`config.mk`:
```
export PLATFORM = sky130hd
export DESIGN_NAME = bthome_sensor_payload_encoder_unit
export DESIGN_NICKNAME = d
export VERILOG_FILES = /design/src/hw/rtl/bspe_pkg.sv /design/src/hw/rtl/bspe_front.sv /design/src/hw/rtl/bspe_queue.sv /design/src/hw/rtl/bspe_back.sv /design/src/hw/rtl/bthome_sensor_payload_encoder_unit.sv
export SDC_FILE = /design/constraint.sdc
export NUM_CORES = 1
export LEC_CHECK = 0
export BUFFER_PORTS_ARGS = -buffer_cell sky130_fd_sc_hd__buf_2
export CORE_MARGIN = 5
export CORE_UTILIZATION = 40
export DETAILED_ROUTE_END_ITERATION = 7
export GPL_TIMING_DRIVEN = 0
export RECOVER_POWER = 100
export SYNTH_ARGS = -nofsm -noshare
export SYNTH_HDL_FRONTEND = slang
export SYNTH_HIERARCHICAL = 1
export SYNTH_SLANG_ARGS = --single-unit
```
`constraint.sdc`:
```
create_clock -name i_clk -period 7.5 [get_ports i_clk]
set_input_delay 0 -clock i_clk [delete_from_list [all_inputs] [get_ports i_clk]]
set_output_delay 0 -clock i_clk [all_outputs]
set_load 0.01 [all_outputs]
```
`src/hw/rtl/bspe_pkg.sv`:
```
// Shared types, constants and helper functions of the sensor payload encoder.
package bspe_pkg;

    // Service-data framing bytes.
    localparam logic [7:0] HDR_UUID_LO   = 8'hD2;
    localparam logic [7:0] HDR_UUID_HI   = 8'hFC;
    localparam logic [7:0] HDR_DEV_INFO  = 8'h40;
    localparam logic [7:0] OBJ_BATTERY   = 8'h01;
    localparam logic [7:0] OBJ_TEMP      = 8'h02;
    localparam logic [7:0] OBJ_HUMIDITY  = 8'h03;
    localparam logic [7:0] OBJ_PRESSURE  = 8'h04;
    localparam logic [7:0] OBJ_VOLTAGE   = 8'h0C;

    // Byte positions within the long payload.
    localparam int unsigned POS_W = 5;
    localparam logic [POS_W-1:0] POS_BATT     = 5'd4;
    localparam logic [POS_W-1:0] POS_VOLT_ID  = 5'd15;
    localparam logic [POS_W-1:0] POS_LAST     = 5'd17;

    // Battery curve end points and segment count.
    localparam logic [11:0] BATT_TOP_MV = 12'd3200;
    localparam logic [11:0] BATT_BOT_MV = 12'd2000;
    localparam int unsigned SEG_COUNT   = 10;
    localparam logic [6:0]  PCT_FULL    = 7'd100;

    // Every segment span is 50 mV times one of these factors.
    typedef enum logic [2:0] {
        DIV_1,
        DIV_2,
        DIV_3,
        DIV_4,
        DIV_8
    } t_div;

    // One segment of the battery curve.
    typedef struct packed {
        logic [11:0] hi_mv;
        logic [11:0] lo_mv;
        logic [6:0]  hi_pct;
        logic [3:0]  pct_span;
        logic [7:0]  half_span;
        t_div        div;
    } t_seg;

    // Converted values of one reading, as handed from front to back.
    typedef struct packed {
        logic        sensor_valid;
        logic [6:0]  batt;
        logic [11:0] mv;
        logic [15:0] temp;
        logic [15:0] hum;
        logic [23:0] pres;
    } t_rec;

    // Battery curve segments, highest voltage first.
    function automatic t_seg seg_entry(input logic [3:0] idx);
        t_seg s;
        s = '0;
        unique case (idx)
            4'd0: s = '{12'd3200, 12'd3050, 7'd100, 4'd5,  8'd75,  DIV_3};
            4'd1: s = '{12'd3050, 12'd2950, 7'd95,  4'd5,  8'd50,  DIV_2};
            4'd2: s = '{12'd2950, 12'd2900, 7'd90,  4'd10, 8'd25,  DIV_1};
            4'd3: s = '{12'd2900, 12'd2850, 7'd80,  4'd10, 8'd25,  DIV_1};
            4'd4: s = '{12'd2850, 12'd2800, 7'd70,  4'd10, 8'd25,  DIV_1};
            4'd5: s = '{12'd2800, 12'd2750, 7'd60,  4'd15, 8'd25,  DIV_1};
            4'd6: s = '{12'd2750, 12'd2700, 7'd45,  4'd15, 8'd25,  DIV_1};
            4'd7: s = '{12'd2700, 12'd2600, 7'd30,  4'd15, 8'd50,  DIV_2};
            4'd8: s = '{12'd2600, 12'd2400, 7'd15,  4'd10, 8'd100, DIV_4};
            4'd9: s = '{12'd2400, 12'd2000, 7'd5,   4'd5,  8'd200, DIV_8};
            default: s = '0;
        endcase
        return s;
    endfunction

    // Byte at a given payload position.
    function automatic logic [7:0] payload_at(input t_rec r, input logic [POS_W-1:0] pos);
        logic [7:0] b;
        b = 8'h00;
        unique case (pos)
            5'd0:  b = HDR_UUID_LO;
            5'd1:  b = HDR_UUID_HI;
            5'd2:  b = HDR_DEV_INFO;
            5'd3:  b = OBJ_BATTERY;
            5'd4:  b = {1'b0, r.batt};
            5'd5:  b = OBJ_TEMP;
            5'd6:  b = r.temp[7:0];
            5'd7:  b = r.temp[15:8];
            5'd8:  b = OBJ_HUMIDITY;
            5'd9:  b = r.hum[7:0];
            5'd10: b = r.hum[15:8];
            5'd11: b = OBJ_PRESSURE;
            5'd12: b = r.pres[7:0];
            5'd13: b = r.pres[15:8];
            5'd14: b = r.pres[23:16];
            5'd15: b = OBJ_VOLTAGE;
            5'd16: b = r.mv[7:0];
            5'd17: b = {4'h0, r.mv[11:8]};
            default: b = 8'h00;
        endcase
        return b;
    endfunction

endpackage

```
`src/hw/rtl/bspe_front.sv`:
```
// Front part: accepts readings and converts them to payload values in three stages.
module bspe_front
    import bspe_pkg::*;
(
    input  logic               i_clk,
    input  logic               i_rst_n,
    input  logic               i_take,
    input  logic signed [12:0] i_supply_sample,
    input  logic               i_sensor_valid,
    input  logic signed [15:0] i_temperature_q8,
    input  logic        [14:0] i_humidity_q8,
    input  logic        [18:0] i_pressure_q8,
    output logic               o_wr_en,
    output t_rec               o_wr_rec,
    output logic [1:0]         o_inflight
);

    typedef enum logic [1:0] {
        SAT_NONE,
        SAT_FULL,
        SAT_ZERO
    } t_sat;

    // Stage A registers.
    logic        r_a_vld;
    logic        r_a_sens;
    logic [11:0] r_a_mv;
    logic        r_a_tneg;
    logic [14:0] r_a_tmag;
    logic [13:0] r_a_hum;
    logic [17:0] r_a_pres;

    // Stage B registers.
    logic        r_b_vld;
    logic        r_b_sens;
    logic [11:0] r_b_mv;
    logic [15:0] r_b_temp;
    logic [13:0] r_b_hum;
    logic [17:0] r_b_pres;
    logic [11:0] r_b_num;
    logic [6:0]  r_b_pct;
    t_div        r_b_div;
    t_sat        r_b_sat;

    // Stage C registers.
    logic        r_c_vld;
    logic        r_c_sens;
    logic [11:0] r_c_mv;
    logic [15:0] r_c_temp;
    logic [13:0] r_c_hum;
    logic [17:0] r_c_pres;
    logic [6:0]  r_c_q50;
    logic [6:0]  r_c_pct;
    t_div        r_c_div;
    t_sat        r_c_sat;

    // Stage A logic: scale the supply sample and the climate readings.
    logic [23:0] mv_prod;
    logic [15:0] t_mag;
    logic [22:0] t_prod;
    logic [21:0] h_prod;
    logic [25:0] p_prod;
    logic [11:0] n_a_mv;

    always_comb begin
        mv_prod = {12'd0, i_supply_sample[11:0]} * 24'd3600;
        n_a_mv  = i_supply_sample[12] ? 12'd0 : mv_prod[23:12];
        t_mag   = i_temperature_q8[15] ? (16'd0 - i_temperature_q8) : i_temperature_q8;
        t_prod  = {7'd0, t_mag} * 23'd100 + 23'd128;
        h_prod  = {7'd0, i_humidity_q8} * 22'd100 + 22'd128;
        p_prod  = {7'd0, i_pressure_q8} * 26'd100 + 26'd128;
    end

    always_ff @(posedge i_clk) begin
        if (!i_rst_n) begin
            r_a_vld <= 1'b0;
        end else begin
            r_a_vld <= i_take;
        end
        r_a_sens <= i_sensor_valid;
        r_a_mv   <= n_a_mv;
        r_a_tneg <= i_temperature_q8[15];
        r_a_tmag <= t_prod[22:8];
        r_a_hum  <= h_prod[21:8];
        r_a_pres <= p_prod[25:8];
    end

    // Stage B logic: find the battery segment and form the rounded numerator.
    t_seg       seg;
    logic [3:0] seg_sel;
    t_seg       probe;
    logic [8:0] below;
    logic [11:0] n_b_num;
    t_sat       n_b_sat;

    always_comb begin
        seg_sel = '0;
        probe   = '0;
        for (int k = 0; k < SEG_COUNT; k++) begin
            probe = seg_entry(4'(k));
            if (r_a_mv <= probe.hi_mv && r_a_mv > probe.lo_mv) begin
                seg_sel = 4'(k);
            end
        end
        seg   = seg_entry(seg_sel);
        below = 9'(seg.hi_mv - r_a_mv);
        n_b_num = 12'({3'd0, below} * {8'd0, seg.pct_span}) + {4'd0, seg.half_span};
        priority if (r_a_mv >= BATT_TOP_MV) begin
            n_b_sat = SAT_FULL;
        end else if (r_a_mv <= BATT_BOT_MV) begin
            n_b_sat = SAT_ZERO;
        end else begin
            n_b_sat = SAT_NONE;
        end
    end

    always_ff @(posedge i_clk) begin
        if (!i_rst_n) begin
            r_b_vld <= 1'b0;
        end else begin
            r_b_vld <= r_a_vld;
        end
        r_b_sens <= r_a_sens;
        r_b_mv   <= r_a_mv;
        r_b_temp <= r_a_tneg ? (16'd0 - {1'b0, r_a_tmag}) : {1'b0, r_a_tmag};
        r_b_hum  <= r_a_hum;
        r_b_pres <= r_a_pres;
        r_b_num  <= n_b_num;
        r_b_pct  <= seg.hi_pct;
        r_b_div  <= seg.div;
        r_b_sat  <= n_b_sat;
    end

    // Stage C logic: divide the numerator by 50 through a reciprocal.
    logic [22:0] q50_prod;

    always_comb begin
        q50_prod = {11'd0, r_b_num} * 23'd1311;
    end

    always_ff @(posedge i_clk) begin
        if (!i_rst_n) begin
            r_c_vld <= 1'b0;
        end else begin
            r_c_vld <= r_b_vld;
        end
        r_c_sens <= r_b_sens;
        r_c_mv   <= r_b_mv;
        r_c_temp <= r_b_temp;
        r_c_hum  <= r_b_hum;
        r_c_pres <= r_b_pres;
        r_c_q50  <= q50_prod[22:16];
        r_c_pct  <= r_b_pct;
        r_c_div  <= r_b_div;
        r_c_sat  <= r_b_sat;
    end

    // Finish the division by the segment factor and build the record.
    logic [13:0] q3_prod;
    logic [6:0]  quot;
    logic [6:0]  batt;

    always_comb begin
        q3_prod = {7'd0, r_c_q50} * 14'd43;
        unique case (r_c_div)
            DIV_1:   quot = r_c_q50;
            DIV_2:   quot = {1'b0, r_c_q50[6:1]};
            DIV_3:   quot = {1'b0, q3_prod[12:7]};
            DIV_4:   quot = {2'b0, r_c_q50[6:2]};
            DIV_8:   quot = {3'b0, r_c_q50[6:3]};
            default: quot = r_c_q50;
        endcase
        unique case (r_c_sat)
            SAT_FULL: batt = PCT_FULL;
            SAT_ZERO: batt = 7'd0;
            SAT_NONE: batt = r_c_pct - quot;
            default:  batt = 7'd0;
        endcase
        o_wr_rec.sensor_valid = r_c_sens;
        o_wr_rec.batt         = batt;
        o_wr_rec.mv           = r_c_mv;
        o_wr_rec.temp         = r_c_temp;
        o_wr_rec.hum          = {2'b0, r_c_hum};
        o_wr_rec.pres         = {6'b0, r_c_pres};
    end

    assign o_wr_en    = r_c_vld;
    assign o_inflight = 2'({1'b0, r_a_vld} + {1'b0, r_b_vld} + {1'b0, r_c_vld});

endmodule

```
`src/hw/rtl/bspe_queue.sv`:
```
// Short record queue between the front and back parts.
module bspe_queue
    import bspe_pkg::*;
#(
    parameter int unsigned DEPTH = 4
) (
    input  logic                       i_clk,
    input  logic                       i_rst_n,
    input  logic                       i_wr_en,
    input  t_rec                       i_wr_rec,
    input  logic                       i_rd_en,
    output t_rec                       o_rd_rec,
    output logic                       o_empty,
    output logic [$clog2(DEPTH+1)-1:0] o_count
);

    localparam int unsigned AW = (DEPTH > 1) ? $clog2(DEPTH) : 1;
    localparam int unsigned CW = $clog2(DEPTH + 1);

    t_rec          r_mem [DEPTH];
    logic [AW-1:0] r_wptr;
    logic [AW-1:0] r_rptr;
    logic [CW-1:0] r_count;
    logic [AW-1:0] n_wptr;
    logic [AW-1:0] n_rptr;

    // Pointer advance with wrap at the queue depth.
    always_comb begin
        n_wptr = (r_wptr == AW'(DEPTH - 1)) ? '0 : r_wptr + AW'(1);
        n_rptr = (r_rptr == AW'(DEPTH - 1)) ? '0 : r_rptr + AW'(1);
    end

    // Storage write.
    always_ff @(posedge i_clk) begin
        if (i_wr_en) begin
            r_mem[r_wptr] <= i_wr_rec;
        end
    end

    // Pointers and fill count.
    always_ff @(posedge i_clk) begin
        if (!i_rst_n) begin
            r_wptr  <= '0;
            r_rptr  <= '0;
            r_count <= '0;
        end else begin
            if (i_wr_en) begin
                r_wptr <= n_wptr;
            end
            if (i_rd_en) begin
                r_rptr <= n_rptr;
            end
            r_count <= r_count + CW'(i_wr_en) - CW'(i_rd_en);
        end
    end

    assign o_rd_rec = r_mem[r_rptr];
    assign o_empty  = (r_count == '0);
    assign o_count  = r_count;

endmodule

```
`src/hw/rtl/bspe_back.sv`:
```
// Back part: serializes one record into payload bytes behind an output register.
module bspe_back
    import bspe_pkg::*;
(
    input  logic       i_clk,
    input  logic       i_rst_n,
    input  t_rec       i_rd_rec,
    input  logic       i_q_empty,
    output logic       o_rd_en,
    input  logic       i_pop,
    output logic       o_empty,
    output logic [7:0] o_payload_byte,
    output logic       o_last_byte
);

    t_rec             r_rec;
    logic             r_cur_vld;
    logic [POS_W-1:0] r_pos;
    logic             r_out_vld;
    logic [7:0]       r_out_byte;
    logic             r_out_last;
    logic [POS_W-1:0] n_pos;
    logic             out_adv;
    logic             at_last;

    // Advance when a record is loaded and the output register has room.
    always_comb begin
        out_adv = r_cur_vld && (!r_out_vld || i_pop);
        at_last = (r_pos == POS_LAST);
        o_rd_en = !i_q_empty && (!r_cur_vld || (out_adv && at_last));
        priority if (r_pos == POS_BATT && !r_rec.sensor_valid) begin
            n_pos = POS_VOLT_ID;
        end else begin
            n_pos = r_pos + POS_W'(1);
        end
    end

    // Current record and byte position.
    always_ff @(posedge i_clk) begin
        if (!i_rst_n) begin
            r_cur_vld <= 1'b0;
            r_pos     <= '0;
        end else begin
            if (o_rd_en) begin
                r_cur_vld <= 1'b1;
                r_pos     <= '0;
            end else if (out_adv) begin
                if (at_last) begin
                    r_cur_vld <= 1'b0;
                    r_pos     <= '0;
                end else begin
                    r_pos <= n_pos;
                end
            end
        end
        if (o_rd_en) begin
            r_rec <= i_rd_rec;
        end
    end

    // Output register holding the oldest undelivered byte.
    always_ff @(posedge i_clk) begin
        if (!i_rst_n) begin
            r_out_vld <= 1'b0;
        end else if (out_adv) begin
            r_out_vld <= 1'b1;
        end else if (i_pop) begin
            r_out_vld <= 1'b0;
        end
        if (out_adv) begin
            r_out_byte <= payload_at(r_rec, r_pos);
            r_out_last <= at_last;
        end
    end

    assign o_empty        = !r_out_vld;
    assign o_payload_byte = r_out_byte;
    assign o_last_byte    = r_out_last;

endmodule

```
`src/hw/rtl/bthome_sensor_payload_encoder_unit.sv`:
```
// Each accepted reading yields one service-data payload: 18 bytes when sensor_valid is set,
// 8 bytes otherwise, one byte per cycle on the result side as long as pop is held and a
// record is ready, with last_byte on the final one. A reading passes the conversion
// pipeline stages A, B and C before it reaches the record queue. The byte serializer loads
// the next queued record as the final byte of the current one moves to its output register.
// The input side takes readings as long as the queue plus the pipeline have room for
// QUEUE_DEPTH records, so it keeps taking them while the result side stalls, until full.
module bthome_sensor_payload_encoder_unit
    import bspe_pkg::*;
#(
    parameter int unsigned QUEUE_DEPTH = 4
) (
    input  logic               i_clk,
    input  logic               i_rst_n,
    input  logic               push,
    output logic               full,
    input  logic signed [12:0] i_supply_sample,
    input  logic               i_sensor_valid,
    input  logic signed [15:0] i_temperature_q8,
    input  logic        [14:0] i_humidity_q8,
    input  logic        [18:0] i_pressure_q8,
    output logic               empty,
    input  logic               pop,
    output logic        [7:0]  o_payload_byte,
    output logic               o_last_byte
);

    localparam int unsigned CW = $clog2(QUEUE_DEPTH + 1);

    logic          take;
    logic          wr_en;
    t_rec          wr_rec;
    logic [1:0]    inflight;
    logic          rd_en;
    t_rec          rd_rec;
    logic          q_empty;
    logic [CW-1:0] q_count;
    logic [CW:0]   reserved;

    // Records queued plus those still in the pipeline must fit the queue.
    always_comb begin
        reserved = {1'b0, q_count} + (CW + 1)'(inflight);
        full     = (reserved >= (CW + 1)'(QUEUE_DEPTH));
        take     = push && !full;
    end

    bspe_front u_front (
        .i_clk            (i_clk),
        .i_rst_n          (i_rst_n),
        .i_take           (take),
        .i_supply_sample  (i_supply_sample),
        .i_sensor_valid   (i_sensor_valid),
        .i_temperature_q8 (i_temperature_q8),
        .i_humidity_q8    (i_humidity_q8),
        .i_pressure_q8    (i_pressure_q8),
        .o_wr_en          (wr_en),
        .o_wr_rec         (wr_rec),
        .o_inflight       (inflight)
    );

    bspe_queue #(
        .DEPTH (QUEUE_DEPTH)
    ) u_queue (
        .i_clk    (i_clk),
        .i_rst_n  (i_rst_n),
        .i_wr_en  (wr_en),
        .i_wr_rec (wr_rec),
        .i_rd_en  (rd_en),
        .o_rd_rec (rd_rec),
        .o_empty  (q_empty),
        .o_count  (q_count)
    );

    bspe_back u_back (
        .i_clk          (i_clk),
        .i_rst_n        (i_rst_n),
        .i_rd_rec       (rd_rec),
        .i_q_empty      (q_empty),
        .o_rd_en        (rd_en),
        .i_pop          (pop),
        .o_empty        (empty),
        .o_payload_byte (o_payload_byte),
        .o_last_byte    (o_last_byte)
    );

endmodule

```
After elaboration in Yosys (flattened, before gate mapping)
Memories as Yosys holds them, arrays and structs flattened. A register that Yosys moved wholly into a read port is not among the register bits.
Index checks and enable logic that the tools add are counted.
{ "op_classes": {"eq_ne": 24, "addsub": 16, "bitwise_logic": 1, "multipliers": 7, "n_lt_le_gt_ge": 21, "reduce_logical": 29, "muxes": 26} }
{ "op_table": {"columns": ["cell", "count"], "rows": [
  ["8-bit case mux with 18 select lines", 1],
  ["12-bit less-or-equal comparator (second input constant)", 9],
  ["12-bit greater-than comparator (second input constant)", 8],
  ["5-bit by 4-bit equality test with 1-bit output (second input constant)", 8],
  ["7-bit case mux with 4 select lines", 1],
  ["26-bit by 8-bit adder with 26-bit output (second input constant)", 1],
  ["19-bit by 5-bit multiplier with 24-bit output (second input constant)", 1],
  ["23-bit by 8-bit adder with 23-bit output (second input constant)", 1],
  ["12-bit by 11-bit multiplier with 23-bit output (second input constant)", 1],
  ["22-bit by 8-bit adder with 22-bit output (second input constant)", 1],
  ["16-bit by 5-bit multiplier with 21-bit output (second input constant)", 1],
  ["5-bit by 3-bit equality test with 1-bit output (second input constant)", 4],
  ["12-bit by 8-bit multiplier with 20-bit output (second input constant)", 1],
  ["15-bit by 5-bit multiplier with 20-bit output (second input constant)", 1],
  ["16-bit two-way mux", 1],
  ["1-bit by 15-bit subtractor with 16-bit output (first input constant)", 1],
  ["1-bit by 16-bit subtractor with 16-bit output (first input constant)", 1],
  ["15-bit two-way mux", 1],
  ["1-bit logical AND", 14],
  ["7-bit case mux with 2 select lines", 1],
  ["7-bit by 6-bit multiplier with 13-bit output (second input constant)", 1],
  ["12-bit by 8-bit adder with 12-bit output", 1],
  ["12-bit greater-or-equal comparator (second input constant)", 1],
  ["12-bit by 11-bit greater-than comparator with 1-bit output (second input constant)", 1],
  ["34 further kinds", 62]
]} }
{ "totals": {"rom_bits": 704, "register_bits": 292, "mem_count": 2, "ram_bits": 272, "in_bits": 68} }
{ "mem_list": {"columns": ["name", "words", "width", "read_ports", "rd_clocked_by_memory_dff", "write_ports", "line_no", "text"], "rows": [
  ["(name not given)", 16, 44, 1, 0, 0, "bspe_pkg.sv:59", "unique case (idx)"],
  ["u_queue.r_mem", 4, 68, 1, 1, 1, "bspe_queue.sv:20", "t_rec r_mem [DEPTH];"]
]} }

Depth between registers and ports, before layout
An unclocked memory read counts as a cell.
{ "depth": {"depth_word": 15, "mapped_depth": 34, "ltp_nobuf": 32} }

By module
Netlist, hierarchy kept.
{ "by_module_without_submodules": {"columns": ["mod", "seq_area_each_um2", "cells_per_inst", "area_per_inst_um2", "n_inst"], "rows": [
  ["bspe_front", 4584.4, 1954, 18474.0, 1],
  ["bspe_queue", 9308.9, 439, 11454.7, 1],
  ["bspe_back", 2692.6, 255, 3741.1, 1],
  ["bthome_sensor_payload_encoder_unit", 0.0, 5, 33.8, 1]
]} }

Worst setup path after synthesis
No wires, ideal clock.
{ "synth_path": {"kind": "reg2reg", "from": "register u_front.r_a_mv[11]", "to": "register u_front.r_b_num[11]", "path_buffers": 0, "path_stages_with_launch": 32, "arrival_time_ns": 6.563, "path_slack_ns": 0.808, "synth_period_minus_slack_ns": 6.692, "path_cell_list": "dfxtp_1 -> nor2b_1 -> nand4b_1 -> o41a_1 -> o311ai_0 -> o2111ai_1 -> or2_2 -> ha_1 -> o22ai_1 -> inv_1 -> fa_1 -> nand2b_1 -> a21boi_0 -> o21a_1 -> o21ai_1 -> nor2b_1 -> xnor2_1 -> and2_1 -> inv_1 -> fa_1 -> inv_1 -> fa_1 -> inv_1 -> fa_1 -> inv_1 -> ha_1 -> nand2_1 -> a21oi_1 -> o21ai_0 -> mux2i_1 -> nor2_1 -> xnor2_1"} }
{ "synth_via": {"elab_chain_cells": 15} }
{ "synth_lines": {"columns": ["item", "line_no", "text"], "rows": [
  ["start: declaration", "bspe_front.sv:27", "logic [11:0] r_a_mv;"],
  ["start signal: assignment", "bspe_front.sv:81", "r_a_mv <= n_a_mv;"],
  ["12-bit less-or-equal comparator / 12-bit greater-than comparator (equally long branches)", "bspe_front.sv:101", "if (r_a_mv <= probe.hi_mv && r_a_mv > probe.lo_mv) begin"],
  ["1-bit logical AND", "bspe_front.sv:101", null],
  ["1-bit two-way mux", "bspe_front.sv:101", null],
  ["2-bit two-way mux (2 in a row)", "bspe_front.sv:101", null],
  ["3-bit two-way mux (4 in a row)", "bspe_front.sv:101", null],
  ["4-bit two-way mux", "bspe_front.sv:101", null],
  ["4-bit two-way mux (*)", "bspe_front.sv:101", null],
  ["memory 16 x 44 bit (*)", null, null],
  ["9-bit subtractor", "bspe_front.sv:106", "below = 9'(seg.hi_mv - r_a_mv);"],
  ["9-bit by 4-bit multiplier with 12-bit output", "bspe_front.sv:107", "n_b_num = 12'({3'd0, below} * {8'd0, seg.pct_span}) + {4'd0, seg.half_span};"],
  ["12-bit by 8-bit adder with 12-bit output (*)", "bspe_front.sv:107", null],
  ["named net u_front.n_b_num[11]", "bspe_front.sv:93", "logic [11:0] n_b_num;"],
  ["end signal: assignment", "bspe_front.sv:128", "r_b_num <= n_b_num;"],
  ["end: declaration", "bspe_front.sv:40", "logic [11:0] r_b_num;"]
]} }
Mark *: on every way through the listed nets, which the timed path passes. The rest lies on a longest branch.
A chain may end at the register's enable or synchronous reset.

Worst setup path in the final report
{ "layout_path": {"from": "register u_front.r_a_mv[0]", "to": "register u_front.r_b_num[11]"} }
{ "layout_via": {"elab_chain_cells": 15} }
{ "layout_lines": {"columns": ["item", "line_no"], "rows": [
  ["12-bit less-or-equal comparator / 12-bit greater-than comparator (equally long branches)", "bspe_front.sv:101"],
  ["1-bit logical AND", "bspe_front.sv:101"],
  ["1-bit two-way mux", "bspe_front.sv:101"],
  ["2-bit two-way mux (2 in a row)", "bspe_front.sv:101"],
  ["3-bit two-way mux (4 in a row)", "bspe_front.sv:101"],
  ["4-bit two-way mux (2 in a row)", "bspe_front.sv:101"],
  ["memory 16 x 44 bit", null],
  ["9-bit subtractor", "bspe_front.sv:106"],
  ["9-bit by 4-bit multiplier with 12-bit output", "bspe_front.sv:107"],
  ["12-bit by 8-bit adder with 12-bit output (*)", "bspe_front.sv:107"],
  ["named net u_front.n_b_num[11]", "bspe_front.sv:93"]
]} }
Marked as above.

==> flow_summary.json <==
{
  "status": "finished, violations left",
  "violations": "capacitance limit, slew limit",
  "core-area_um2": 83600,
  "hp-start": "i_pressure_q8[0]",
  "dieHeight_um": 300,
  "initial_utilization_pct": 40.3,
  "drt-met1-wl_mm": 29.8,
  "dr.pass1.iters": 5,
  "cpMostUsedCell": "inv_1",
  "ioPinCount": 79,
  "seq_area_frac_synth_pct": 49.2,
  "routed.top_layer": "met4",
  "nets": 3387,
  "synth_top_area_share_pct": 34.7,
  "grt_pass1_vias": 20800,
  "drt_iter0_markers": 876,
  "area_delta_synth_final_pct": 12.4,
  "synthTopCellsByArea": "edfxtp_1 (35%), dfxtp_1 (15%), ha_1 (14%), fa_1 (7.3%), mux4_2 (5.1%)",
  "fin_cells": 3957,
  "r2r_cells": 31,
  "rows": 106,
  "ys.flop_type": "edfxtp_1",
  "antenna_found_initial": 0,
  "cts_tree": "built",
  "numCtsBuffers": 66,
  "fin_crit_sh_pct": 94.3,
  "critPathMaxFanout": 9,
  "wl_met2_mm": 31.6,
  "synth_cell_type_count": 103,
  "drc": 0,
  "reg2reg_slack_ns": 0.42,
  "drive_gt1_share_pct": 11.7,
  "path_clk_slew_ns": 0.06,
  "worst_pin_slew_ns": 3.56,
  "reg2reg_to": "u_front/r_b_num[11]",
  "worstPathRequired_ns": 7.97,
  "avgSynthCellArea_um2": 12.7,
  "clkLatencyLatePin_ns": 0.59,
  "maxSlewHeadroom_pct": -137,
  "vias": 19800,
  "clock_path_buffers": 3,
  "min_path_type": "in -> reg",
  "whs_path_depth": 6,
  "portBuffers": 78,
  "antenna_cells": 0,
  "routabilityCongestion": 0.844,
  "arrival_ns": 7.54,
  "critPathSlowestCell": "fa_1",
  "cts_max_level": 3,
  "dieArea_um2": 90200,
  "yosys-top-cells-count": "edfxtp_1 (389), inv_1 (376), ha_1 (373)",
  "cpPeakStageDelay_ns": 0.53,
  "hpwl_mm": 48.8,
  "route.met3.wl_mm": 2.30,
  "clockRootBuffer": "clkbuf_16",
  "synth_warnings": 6,
  "placedCellCount": 3824,
  "finalHoldViolations": 0,
  "netlist_area_um2": 33700,
  "yosysTopAreaCell": "edfxtp_1",
  "grt_use_total_pct": 14.6,
  "fin_area_um2": 37900,
  "max_freq_ghz": 0.141,
  "synthArstFlopShare_pct": 0,
  "grt_max_degree": 54,
  "synth_most_common_cell": "edfxtp_1",
  "drt_wl_total_mm": 65.2,
  "endpoint_kind": "flip-flop",
  "cap_violations": 10,
  "grt_pass1_wl_mm": 108,
  "path_class": "reg -> reg",
  "fin_crit_ns": 7.08,
  "via_per_inst": 5.02,
  "synth_cells": 2653,
  "placed_area_um2": 35600,
  "post-route-util_pct": 45.3,
  "die_w_um": 300,
  "slew_violations": 384,
  "skew_ns": 0.0222,
  "synth_edf_count": 389,
  "cts.sinks": 634,
  "yosys_register_bits": 634,
  "min_to": "u_front/r_a_pres[2]",
  "whs_ns": 0.0493,
  "start_kind": "flip-flop",
  "antenna_violating_nets_post_route": 0,
  "avgRoutedWirePerCell_um": 16.5,
  "setup_violations": 0,
  "grt_overflow": 0,
  "r2r_start": "u_front/r_a_mv[0]"
}
-- sequential cells by signal, summed over array words and instances (netlist names), 14 cells and up, named ones only --
name / flops
u_front/r_a_hum: 14
u_front/r_c_hum: 14
u_front/r_b_hum: 14
u_queue/r_mem: 304
u_front/r_b_pres: 18
u_front/r_c_temp: 16
u_front/r_a_pres: 18
u_back/r_rec: 76
u_front/r_c_pres: 18
u_front/r_a_tmag: 15
u_front/r_b_temp: 16
-- per-stage QoR --
stage	setup WS, ns	setup TNS, ns
finish	0.425	0
global route	-0.00150	-0.00150
CTS	0.000535	0
detailed placement	-0.207	-0.207
global placement	-0.116	-0.189
floorplan	0.808	0
-- final cells by class --
| type | count | area [um^2] |
|---|---|---|
| inverter | 377 | 1420 |
| timing repair buffer | 100 | 541 |
| buffer | 60 | 379 |
| sequential | 634 | 16600 |
| clock inverter | 33 | 387 |
| clock buffer | 89 | 1920 |
| fill | 7531 | 45700 |
| multi-input combinational | 1584 | 15300 |
| tap | 1080 | 1350 |
-- cells by family after synthesis --
| group | Yosys count | synth area share, % |
|---|---|---|
| compound gates | 358 | 7.35 |
| xor+xnor | 159 | 4.22 |
| fa+ha+maj | 496 | 21.2 |
| buf+inv | 442 | 5.41 |
| flops | 634 | 49.2 |
| mux | 90 | 5.49 |
| other cells | 1 | 0.0111 |
| simple gates | 473 | 7.15 |
-- worst max-delay path: cells and delay by family (launching register included) --
| family | cells | cell delay, ns |
|---|---|---|
| fa+ha+maj | 6 | 2.59 |
| flops | 1 | 0.44 |
| compound gates | 8 | 1.54 |
| simple gates | 8 | 1.33 |
| xor+xnor | 2 | 0.29 |
| buf+inv | 6 | 0.56 |
| mux | 1 | 0.20 |
-- layout by cell type (no fill, tap or decap), types with 15 or more instances in the layout --
cell,n
a21o_1,23
a21oi_1,89
and2_1,20
and3_1,16
buf_2,68
buf_4,19
clkbuf_1,65
clkbuf_16,71
dfxtp_1,240
edfxtp_1,389
fa_1,123
ha_1,372
inv_1,377
mux4_2,76
nand2_1,105
nand2b_1,26
nand3_1,34
nor2_1,129
nor2b_1,15
nor3_1,40
o21a_1,20
o21ai_0,63
o31ai_1,16
or2_2,15
or3_1,15
xnor2_1,100
xor2_1,55
-- repair_timing --
| item | CTS | global route |
|---|---|---|
| gates resized for setup | 5 | 19 |
| hold buffers | 10 | 0 |
| pin swaps | 1 | 4 |
| hold endpoints to repair | 30 | 0 |
| setup endpoints to repair | 1 | 4 |
| buffers inserted | 2 | 4 |
-- layer usage --
layer	GRT usage [%]	up-vias
li1	-	9703
met1	20.0	9684
met2	24.6	350
met3	2.12	109
met4	3.56	0
met5	0	-
-- how the worst max path moves through the flow --
stage	startpoint	end	slack, ns	cells past startpoint
3_3_place_gp	u_front/r_a_mv[0]	u_front/r_b_num[11]	-0.12	28
5_1_grt	u_front/r_a_mv[0]	u_front/r_b_num[11]	-0.002	31
2_1_floorplan	u_front/r_a_mv[11]	u_front/r_b_num[11]	0.81	31
4_1_cts	u_front/r_a_mv[0]	u_front/r_b_num[11]	0.0005	31
6_report	u_front/r_a_mv[0]	u_front/r_b_num[11]	0.42	31
3_5_place_dp	u_front/r_a_mv[11]	u_front/r_b_num[11]	-0.21	26
Power is not shown: default switching activity piles up to over one toggle a cycle in this logic, so the estimate is an artifact.
